==> src/design/twct_pkg.sv <==
package twct_pkg;

	localparam int CACHE_ENTRIES = 32;
	localparam int IDX_W         = $clog2(CACHE_ENTRIES);
	localparam int CNT_W         = $clog2(CACHE_ENTRIES + 1);
	localparam int LIM_W         = (CNT_W > 6) ? CNT_W : 6;

	localparam logic [5:0] LIMIT_RESET = 6'd32;
	localparam logic [1:0] MODE_DIRECT = 2'd2;

	localparam logic CFG_WINDOW_LIMIT = 1'b0;
	localparam logic CFG_TALL_VRAM    = 1'b1;

	localparam logic OP_LOOKUP     = 1'b0;
	localparam logic OP_INVALIDATE = 1'b1;

	typedef struct packed {
		logic [31:0] pos;
		logic [5:0]  page;
		logic [1:0]  mode;
		logic [30:0] key;
	} tag_t;

	typedef struct packed {
		logic [5:0] lo1;
		logic [5:0] hi1;
		logic [5:0] lo2;
		logic [5:0] hi2;
	} page_range_t;

	typedef struct packed {
		logic tag_eq;
		logic in_range;
	} match_t;

	typedef enum logic [1:0] {
		ST_IDLE,
		ST_SCAN,
		ST_ALLOC
	} state_t;

endpackage

==> src/design/twct_prep.sv <==
module twct_prep import twct_pkg::*; (
	input  logic               tall_vram,
	input  logic [5:0]         page_id,
	input  logic [1:0]         texture_mode,
	input  logic [15:0]        palette_id,
	input  logic               semi_transparent,
	input  logic [13:0]        palette_hash,
	input  logic signed [11:0] pos_x,
	input  logic signed [11:0] pos_y,
	input  logic signed [11:0] size_w,
	input  logic signed [11:0] size_h,
	output tag_t               tag,
	output page_range_t        range
);

	function automatic logic [9:0] clamp_hi(input logic signed [13:0] v, input logic [9:0] hi);
		logic [9:0] r;
		if (v < 14'sd0) begin
			r = 10'd0;
		end else if (v > $signed({4'b0000, hi})) begin
			r = hi;
		end else begin
			r = v[9:0];
		end
		return r;
	endfunction

	logic signed [13:0] x_s, y_s, x2_s, y2_s;
	logic [9:0]         hmask;
	logic [1:0]         ymax;
	logic [9:0]         x_c, y_c;
	logic [10:0]        x2_c, y2_c;
	logic [1:0]         r1, r2;
	logic [2:0]         r2_raw;
	logic [3:0]         c1, c2;

	always_comb begin
		tag.pos  = {pos_x[7:0], size_w[7:0], pos_y[7:0], size_h[7:0]};
		tag.page = page_id;
		tag.mode = texture_mode;
		if (texture_mode == MODE_DIRECT) begin
			tag.key = '0;
		end else begin
			tag.key = {semi_transparent, palette_hash, 1'b0, palette_id[14:0]};
		end
	end

	always_comb begin
		x_s   = {{2{pos_x[11]}}, pos_x};
		y_s   = {{2{pos_y[11]}}, pos_y};
		x2_s  = x_s + {{2{size_w[11]}}, size_w} - 14'sd1;
		y2_s  = y_s + {{2{size_h[11]}}, size_h} - 14'sd1;
		hmask = tall_vram ? 10'd1023 : 10'd511;
		ymax  = tall_vram ? 2'd3 : 2'd1;

		x_c  = clamp_hi(x_s, 10'd1023);
		x2_c = {1'b0, clamp_hi(x2_s, 10'd1023)} + 11'd1;
		y_c  = clamp_hi(y_s, hmask);
		y2_c = {1'b0, clamp_hi(y2_s, hmask)} + 11'd1;

		r1     = (y_c[9:8] > ymax) ? ymax : y_c[9:8];
		r2_raw = y2_c[10:8];
		r2     = (r2_raw > {1'b0, ymax}) ? ymax : r2_raw[1:0];
		c1     = x_c[9:6];
		c2     = (x2_c[10:6] > 5'd15) ? 4'd15 : x2_c[9:6];

		if (r1 == r2) begin
			range.lo1 = {r1, c1};
			range.hi1 = {r1, c2};
			range.lo2 = {r1, c1};
			range.hi2 = {r1, c2};
		end else begin
			range.lo1 = {2'b00, c1};
			range.hi1 = {2'b00, c2};
			range.lo2 = {2'b01, c1};
			range.hi2 = {2'b01, c2};
		end
	end

endmodule

==> src/design/twct_match.sv <==
module twct_match import twct_pkg::*; (
	input  tag_t        stored,
	input  tag_t        lookup,
	input  page_range_t range,
	output match_t      result
);

	always_comb begin
		result.tag_eq   = (stored == lookup);
		result.in_range = ((stored.page >= range.lo1) && (stored.page <= range.hi1))
			|| ((stored.page >= range.lo2) && (stored.page <= range.hi2));
	end

endmodule

==> src/design/texture_window_cache_tags.sv <==
// channel    | handshake                  | payload
// -----------+----------------------------+-------------------------------------------
// item in    | start & !busy              | operation, page_id, texture_mode, palette_id,
//            |                            | semi_transparent, palette_hash, pos/size
// result out | done (one cycle)           | hit, entry_index, needs_load, live_count
// config     | cfg_valid & cfg_ready      | cfg_index, cfg_data
//
// The tag RAM is scanned one entry per cycle over the entries below live_count.
// A hit ends the scan at the matching entry; an invalidate scans every such entry; a miss
// scans every such entry, then allocates a slot. done marks the result in the first cycle with busy low;
// the receiver cannot stall it, and a new start is taken in that same cycle.
// arst_n clears valid bits, the used count, the replacement pointer and config; tag RAM contents are not reset.
module texture_window_cache_tags import twct_pkg::*; (
	input  logic               clk,
	input  logic               arst_n,
	input  logic               start,
	output logic               busy,
	input  logic               operation,
	input  logic [5:0]         page_id,
	input  logic [1:0]         texture_mode,
	input  logic [15:0]        palette_id,
	input  logic               semi_transparent,
	input  logic [13:0]        palette_hash,
	input  logic signed [11:0] pos_x,
	input  logic signed [11:0] pos_y,
	input  logic signed [11:0] size_w,
	input  logic signed [11:0] size_h,
	output logic               done,
	output logic               hit,
	output logic [4:0]         entry_index,
	output logic               needs_load,
	output logic [5:0]         live_count,
	input  logic               cfg_valid,
	output logic               cfg_ready,
	input  logic [0:0]         cfg_index,
	input  logic [5:0]         cfg_data
);

	state_t state_q, state_nxt;

	logic [5:0]  limit_q;
	logic        tall_q;

	tag_t        lookup_tag_q, prep_tag, rd_tag_s1;
	page_range_t range_q, prep_range;
	match_t      match;
	logic        op_q;

	tag_t        tag_mem [CACHE_ENTRIES];
	logic [CACHE_ENTRIES-1:0] valid_q;

	logic [CNT_W-1:0] rd_idx_q;
	logic             cmp_vld_s1;
	logic [IDX_W-1:0] cmp_idx_s1;

	logic [CNT_W-1:0] used_q;
	logic [CNT_W-1:0] last_live_q;
	logic [IDX_W-1:0] rp_q;
	logic [IDX_W-1:0] free_q;
	logic             have_free_q;

	logic             done_q, hit_q, load_q;
	logic [4:0]       index_q;
	logic [5:0]       live_q;

	logic             accept, issuing, entry_live, scan_hit, scan_end;
	logic [LIM_W-1:0] lim, used_ext, rp_ext, rr_slot, rr_inc;
	logic             full;
	logic [IDX_W-1:0] alloc_slot, rr_next;
	logic [CNT_W-1:0] new_used;

	twct_prep u_prep (
		.tall_vram       (tall_q),
		.page_id         (page_id),
		.texture_mode    (texture_mode),
		.palette_id      (palette_id),
		.semi_transparent(semi_transparent),
		.palette_hash    (palette_hash),
		.pos_x           (pos_x),
		.pos_y           (pos_y),
		.size_w          (size_w),
		.size_h          (size_h),
		.tag             (prep_tag),
		.range           (prep_range)
	);

	twct_match u_match (
		.stored(rd_tag_s1),
		.lookup(lookup_tag_q),
		.range (range_q),
		.result(match)
	);

	assign cfg_ready = 1'b1;

	always_ff @(posedge clk or negedge arst_n) begin
		if (!arst_n) begin
			limit_q <= LIMIT_RESET;
			tall_q  <= 1'b0;
		end else if (cfg_valid && cfg_ready) begin
			unique case (cfg_index)
				CFG_WINDOW_LIMIT: limit_q <= cfg_data;
				CFG_TALL_VRAM:    tall_q  <= cfg_data[0];
				default:          ;
			endcase
		end
	end

	// next state
	always_comb begin
		state_nxt = state_q;
		unique case (state_q)
			ST_IDLE: begin
				if (accept) state_nxt = ST_SCAN;
			end
			ST_SCAN: begin
				if (scan_hit) begin
					state_nxt = ST_IDLE;
				end else if (scan_end) begin
					state_nxt = (op_q == OP_INVALIDATE) ? ST_IDLE : ST_ALLOC;
				end
			end
			ST_ALLOC: state_nxt = ST_IDLE;
			default:  state_nxt = ST_IDLE;
		endcase
	end

	// state decode
	always_comb begin
		busy    = 1'b1;
		issuing = 1'b0;
		unique case (state_q)
			ST_IDLE:  busy = 1'b0;
			ST_SCAN:  issuing = (rd_idx_q < used_q);
			ST_ALLOC: ;
			default:  ;
		endcase
		accept     = start && !busy;
		entry_live = cmp_vld_s1 && valid_q[cmp_idx_s1];
		scan_hit   = (state_q == ST_SCAN) && entry_live && match.tag_eq && (op_q == OP_LOOKUP);
		scan_end   = (state_q == ST_SCAN) && !issuing && !cmp_vld_s1;
	end

	// slot choice on a miss
	always_comb begin
		if (limit_q == 6'd0) begin
			lim = LIM_W'(1);
		end else if (LIM_W'(limit_q) > LIM_W'(CACHE_ENTRIES)) begin
			lim = LIM_W'(CACHE_ENTRIES);
		end else begin
			lim = LIM_W'(limit_q);
		end
		used_ext = LIM_W'(used_q);
		rp_ext   = LIM_W'(rp_q);
		full     = (used_ext >= lim) || (used_ext >= LIM_W'(CACHE_ENTRIES));
		rr_slot  = (rp_ext < lim) ? rp_ext : '0;
		rr_inc   = rr_slot + LIM_W'(1);
		rr_next  = (rr_inc >= lim) ? '0 : rr_inc[IDX_W-1:0];
		new_used = used_q;
		if (have_free_q) begin
			alloc_slot = free_q;
		end else if (full) begin
			alloc_slot = rr_slot[IDX_W-1:0];
		end else begin
			alloc_slot = used_q[IDX_W-1:0];
			new_used   = used_q + CNT_W'(1);
		end
	end

	always_ff @(posedge clk or negedge arst_n) begin
		if (!arst_n) begin
			state_q    <= ST_IDLE;
			cmp_vld_s1 <= 1'b0;
			valid_q    <= '0;
			used_q     <= '0;
			rp_q       <= '0;
			done_q     <= 1'b0;
		end else begin
			state_q    <= state_nxt;
			cmp_vld_s1 <= issuing && !scan_hit;
			done_q     <= scan_hit || (scan_end && (op_q == OP_INVALIDATE))
				|| (state_q == ST_ALLOC);
			if ((state_q == ST_SCAN) && cmp_vld_s1 && (op_q == OP_INVALIDATE)
				&& valid_q[cmp_idx_s1] && match.in_range) begin
				valid_q[cmp_idx_s1] <= 1'b0;
			end
			if (scan_end && (op_q == OP_INVALIDATE)) begin
				used_q <= last_live_q;
			end
			if (state_q == ST_ALLOC) begin
				valid_q[alloc_slot] <= 1'b1;
				used_q              <= new_used;
				if (!have_free_q && full) rp_q <= rr_next;
			end
		end
	end

	always_ff @(posedge clk) begin
		if (accept) begin
			lookup_tag_q <= prep_tag;
			range_q      <= prep_range;
			op_q         <= operation;
			rd_idx_q     <= '0;
			have_free_q  <= 1'b0;
			last_live_q  <= '0;
		end else if (issuing) begin
			rd_idx_q <= rd_idx_q + CNT_W'(1);
		end
		cmp_idx_s1 <= rd_idx_q[IDX_W-1:0];
		rd_tag_s1  <= tag_mem[rd_idx_q[IDX_W-1:0]];
		if ((state_q == ST_SCAN) && cmp_vld_s1) begin
			if (!valid_q[cmp_idx_s1]) begin
				free_q      <= cmp_idx_s1;
				have_free_q <= 1'b1;
			end else if (!match.in_range) begin
				last_live_q <= CNT_W'(cmp_idx_s1) + CNT_W'(1);
			end
		end
		if (state_q == ST_ALLOC) begin
			tag_mem[alloc_slot] <= lookup_tag_q;
		end
	end

	always_ff @(posedge clk) begin
		if (scan_hit) begin
			hit_q   <= 1'b1;
			index_q <= 5'(cmp_idx_s1);
			load_q  <= 1'b0;
			live_q  <= 6'(used_q);
		end else if (scan_end && (op_q == OP_INVALIDATE)) begin
			hit_q   <= 1'b0;
			index_q <= '0;
			load_q  <= 1'b0;
			live_q  <= 6'(last_live_q);
		end else if (state_q == ST_ALLOC) begin
			hit_q   <= 1'b0;
			index_q <= 5'(alloc_slot);
			load_q  <= 1'b1;
			live_q  <= 6'(new_used);
		end
	end

	assign done        = done_q;
	assign hit         = hit_q;
	assign entry_index = index_q;
	assign needs_load  = load_q;
	assign live_count  = live_q;

endmodule

==> config.mk <==
export PLATFORM = sky130hd
export DESIGN_NAME = texture_window_cache_tags
export DESIGN_NICKNAME = d
export VERILOG_FILES = /design/src/design/twct_pkg.sv /design/src/design/twct_prep.sv /design/src/design/twct_match.sv /design/src/design/texture_window_cache_tags.sv
export SDC_FILE = /design/constraint.sdc
export NUM_CORES = 2
export LEC_CHECK = 0
export BUFFER_PORTS_ARGS = -buffer_cell sky130_fd_sc_hd__buf_2
export CAP_MARGIN = 20
export CORE_MARGIN = 5
export CORE_UTILIZATION = 55
export CTS_BUF_LIST = sky130_fd_sc_hd__clkbuf_16
export DETAILED_ROUTE_END_ITERATION = 7
export PLACE_DENSITY_LB_ADDON = 0.3
export SYNTH_ARGS = -nofsm -noshare
export SYNTH_HDL_FRONTEND = slang
export SYNTH_SLANG_ARGS = --single-unit
==> constraint.sdc <==
create_clock -name clk -period 8.4 [get_ports clk]
set_input_delay 0.84 -clock clk [delete_from_list [all_inputs] [get_ports clk]]
set_output_delay 0.84 -clock clk [all_outputs]
set_load 0.01 [all_outputs]
# Yosys cells after proc, flatten, opt, wreduce, memory -nomap -nowiden
# Memory sizes are Yosys's and may differ from the RTL's. A register that Yosys moved wholly into a read port is not among the register bits.
# Index checks and enable logic that the tools add are counted.
# word_totals
ff_bits	182
ramBits	2272
inputBits	99
out_inout_bits	16
word_cells	169
mem_count	1
# classes
add_sub_neg	10
magnitude_cmp	25
n_eq_ne	7
n_mux	55
n_bitwise	6
n_reduce_logical	36
# memory_table
memory	depth	word_bits	read_ports	rd_clocked_by_memory_dff	wr	line_no	source
tag_mem	32	71	1	1	1	texture_window_cache_tags.sv:49	tag_t tag_mem [CACHE_ENTRIES];
# ops
op	count
10-bit two-way mux	9
6-bit two-way mux	13
71-bit equality test	1
32-bit two-way mux	2
5-bit two-way mux	7
32-bit AND	1
32-bit inverter	1
32-bit bitwise OR	1
14-bit by 1-bit < comparator with 1-bit output, second input constant	2
14-bit by 1-bit subtractor with 14-bit output, second input constant	2
12-bit by 12-bit adder with 13-bit output	2
6-bit greater-or-equal comparator	4
12-bit by 1-bit < comparator with 1-bit output, second input constant	2
10-bit by 1-bit adder with 11-bit output, second input constant	2
1-bit logical AND	18
14-bit by 11-bit greater-than comparator with 1-bit output	1
14-bit by 11-bit greater-than comparator with 1-bit output, second input constant	1
2-bit two-way mux	7
5-bit by 1-bit adder with 6-bit output, second input constant	2
6-bit by 1-bit adder with 6-bit output, second input constant	2
12-bit by 11-bit greater-than comparator with 1-bit output	1
12-bit by 11-bit greater-than comparator with 1-bit output, second input constant	1
6-bit <= comparator	2
5-bit by 6-bit < comparator with 1-bit output, second input constant	2
other kinds (27)	53

# Depth between registers and ports, before layout
# logic_depth
depth_word	13
ltp_mapped	23
depth_no_buf	23

# Modules after synthesis
# A second synthesis with hierarchy kept.
# unflattened
cells_unflattened	4545
hier_area_um2	99367.8
# modules_own_cells
module	instances	cells_per_inst	area_per_inst_um2	seq_area_each_um2
texture_window_cache_tags	1	3940	95153.8	74763.0
twct_prep	1	430	2859.0	0.0
twct_match	1	175	1355.0	0.0

# Worst setup path after synthesis
# OpenSTA, ideal clock, no wires.
# synth_path
kind	flip-flop to flip-flop
startpoint	register limit_q[1]
endpoint	memory tag_mem[3][0] (netlist name) (enable)
setup_time_ps	499
arrival_time_ps	6199
required_ps	7901
path_slack_ps	1702
path_stages_with_launch	16
period_less_slack_ps	6698
cell_sequence	dfrtp_1 nor4_1 nor2_1 nor2_1 ha_1 nand2b_1 a21o_1 a21o_1 a21o_1 a21o_1 a2111oi_2 a22oi_1 o31ai_2 nand3b_1 clkbuf_1 nor2_1
# synth_between
elab_chain_cells	7
word_cells_on_any_way	10
cone_classes	order compare: 3; mux: 5; reduce/logical: 2
# synth_lines
item	line_no	source
from (decl)	texture_window_cache_tags.sv:41	logic [5:0] limit_q;
from (signal assigned)	texture_window_cache_tags.sv:102	CFG_WINDOW_LIMIT: limit_q <= cfg_data;
6-bit greater-than comparator	texture_window_cache_tags.sv:148	end else if (LIM_W'(limit_q) > LIM_W'(CACHE_ENTRIES)) begin
6-bit two-way mux	texture_window_cache_tags.sv:148	
6-bit two-way mux *	texture_window_cache_tags.sv:146	if (limit_q == 6'd0) begin
5-bit by 6-bit < comparator with 1-bit output / 6-bit greater-or-equal comparator (equally long branches)	texture_window_cache_tags.sv:156, texture_window_cache_tags.sv:155	
5-bit two-way mux / 1-bit logical OR (equally long branches)	texture_window_cache_tags.sv:156, texture_window_cache_tags.sv:155	
5-bit two-way mux *	texture_window_cache_tags.sv:162	end else if (full) begin
5-bit two-way mux *	texture_window_cache_tags.sv:160	if (have_free_q) begin
to (decl)	texture_window_cache_tags.sv:49	
# Every way passes the cells marked *; elsewhere a longest branch is shown, timed or not.

# Worst setup path in the final report
# layout_path
startpoint	register limit_q[1]
endpoint	memory tag_mem[11][52] (netlist name) (enable)
# Same word-level chain as after synthesis.

==> results.yml <==
die:
  die_w_um: 429.3
  placementRows: 153
  floorplan.die_area_um2: 184300
  io_pins: 115
  core_region_area_um2: 174400
  initial_core_util_pct: 55.44
  dieHeight_um: 429.3
global_route:
  grt_pass1_vias: 46890
  grt_overflow_total: 0
  track_usage_pct: 24.38
  grt_first_pass_wirelength_mm: 327.1
  grt_antenna_before_repair: 5
  maximum_number_of_pins_on_one_net_before_global_route_repair: 140
critical_path:
  timing.critical_path.from: "limit_q[1]"
  reg2reg_from: "limit_q[1]"
  highest_fanout_seen_on_the_critical_path: 55
  r2r.worst_path.cells: 15
  ff2ff_setup_slack_ps: 2460
  setup.worst_path.end_class: "register"
  crit_arrival_ps: 6400
  critical_path.startpoint_type: "register"
  worst_ep_required_time_ps: 8860
  worstSetupPathType: "reg2reg"
  worst_setup_path_endpoint: "tag_mem[11][52]"
  critical_path.reg2reg.endpoint: "tag_mem[11][52]"
yosys:
  post_synthesis_compound_gate_area_fraction_pct: 1.807
  post_synth_mux_area_share_pct: 17.47
  top_ff_cell_synth: "edfxtp_1"
  post_synthesis_share_of_cell_area_spent_on_full_adders_half_adders_and_majority_gates_pct: 0.9732
  netlist-cell-type-count: 84
  synthXorXnorAreaFrac_pct: 0.9603
  yosys.area.top_type_share_pct: 72.62
  mean_instance_size_in_the_synthesized_netlist_um2: 22.37
  syn-cell-area_um2: 96680
  yosysWarningCount: 0
  synthesized_netlist_net_count: 4494
  synth_enable_flop_cells: 2338
  synth.ff_latch_count: 2482
  synth_area_leader_cell: "edfxtp_1"
  synth.yosys.seq_area_share_pct: 75.88
  yosys.cell_count.top_type: "edfxtp_1"
  synthSimpleGateAreaFrac_pct: 1.918
  synth.top_cells.by_area: "edfxtp_1, mux4_2, dfxtp_1"
  syn_inst: 4321
  synth-async-reset-ratio_pct: 2.176
  ys_top_cells_by_count: "edfxtp_1, mux4_2, clkbuf_1"
  synth_top_family_by_area: "multiplexers"
cts:
  cts.clk_slew.worst_paths_ps: 60
  clkSinkCount: 2482
  clk-insertion-delay-late_ps: 880
  htreeDepth: 4
  clockBufferDepth: 3
  cts.repair_timing.setup_buffer_count: 0
  cts-hold-fix-buffers: 0
  tritoncts_clock_tree: "done"
  post_cts_resized: 0
  numCtsBuffers: 235
  cts_root_buffer: "clkbuf_16"
placed_design:
  dp_worst_setup_slack_ps: 2160
  dp.final_hpwl_mm: 116.2
  gpl.final_weighted_congestion: 0.7968
  buffer_ports.inserted: 112
  dp.cells: 6718
  placed_area_um2: 101200
sta:
  finClkSkew_ps: 59.59
  finalCritPeriodShare_pct: 70.68
  fin_crit_ps: 5937
  hold_violations: 0
  timing_worst_slew_pin_value_ps: 1093
  max_slew_margin_pct: 26.99
  setup_viol: 0
  whs_ps: 118.6
  peak_clock_frequency_supported_by_timing_mhz: 168.4
  fin_setup_tns_ps: 0
  setup_slack_ps: 2463
  rsz0062_at_grt: "false"
  drv_slew: 0
route:
  drt_drc_violations_left: 0
  met3_wirelength_mm: 19.50
  routed.top_layer: "met5"
  dr.first_iter.drc_count: 5573
  route.antenna.remaining_nets: 0
  average_wire_per_standard_cell_um: 31.19
  wl_met2_mm: 111.3
  vias: 45840
  route.layer.met1.wl_mm: 86.68
  drt-vias-per-instance: 6.396
  drt-pass1-iter-count: 6
  wl_mm: 223.6
run:
  maxCapViolCount: 0
pwr:
  total_power_mw: 31.92
  p_leak_nw: 34.09
  power_per_cell_area_nw_per_um2: 293.4
  vdd_ir_drop_max_v: 0.0004019
outcome:
  status: "completed"
finish:
  layout.core_utilization_pct: 62.38
  post_route_cells_drive_above_1_share_pct: 30.00
  post_layout_nonfiller_instances: 7167
  synthToLayoutAreaGrowth_pct: 12.53
  nets: 4806
  finish.instance_area_um2: 108800
min_path:
  hold_path_class: "in2async"
==> cells in the final DEF, fill, tap and decap left out, types with 56 or more instances in the layout <==
cell type  netlist  final
o21ai_0        104    104
nor2_1          97     65
xor2_1          56     56
inv_1           46    100
clkbuf_16        0    235
nand2_1         70     70
clkinv_1         1     60
buf_2            3    113
edfxtp_1      2338   2338
mux4_2         708    708
ha_1            72     72
mux2_2          76     76
dfxtp_1         90     85
buf_4            3    122
==> cell families after synthesis <==
logic type	Yosys count
AOI/OAI and AO/OA	262
xor gates and xnor gates	106
adders and majority gates	74
buffers and inverters	243
DFF	2482
muxes	793
other	1
and+or+nand+nor	360
==> power by group <==
part           total, mW  leakage, nW  switching, mW  internal [mW]
clock network       10.1         3.84           4.58           5.55
registers           15.0         22.6          0.354           14.7
logic               6.78         7.69           3.78           3.00
==> layer usage <==
metal | vias up | global-route usage (%)
met4 | 2 | 6.891
met1 | 24320 | 34.26
li1 | 18820 | -
met2 | 2322 | 39.47
met5 | - | 0
met3 | 374 | 5.136
==> cell type report <==
cell class	count	area, um^2
clock buffer	235	5881
sequential	2482	73380
inverter	47	181.4
tap	2325	2909
clock inverter	209	1602
fill	11460	65600
multi-input combinational	1596	22620
antenna	2	5.005
timing repair buffer	271	2217
==> worst min-delay path by stage <==
stage	startpoint	endpoint	slack [ps]
after floorplan	rd_idx_q[0]	cmp_idx_s1[0]	350
after global placement	hit	hit	440
after detailed placement	hit	hit	440
after CTS	page_id[2]	lookup_tag_q[35]	70
after global routing	page_id[2]	lookup_tag_q[35]	90
final	arst_n	done	120
==> worst max-delay path, cell delays in order (launching register included) <==
cell and delay (ps):
dfrtp_1 400, nor4_1 390, nor2_1 90, nor2_1 160
ha_1 250, nand2b_1 140, a21o_1 170, a21o_1 170
a21o_1 170, a21o_1 190, a2111oi_2 750, a22oi_1 160
o31ai_2 170, nand3b_1 800, nor2_4 950, buf_12 460
==> state kept, by name, indices dropped and copies added (netlist names), 2 cells and up <==
register      flops
valid_q          32
live_count        6
last_live_q       6
rd_tag_s1        70
lookup_tag_q     70
range_q          11
entry_index       5
state_q           2
rd_idx_q          6
rp_q              5
tag_mem        2240
cmp_idx_s1        5
free_q            5
limit_q           6
used_ext          6
No activity file was read; power rests on OpenSTA's default activity.
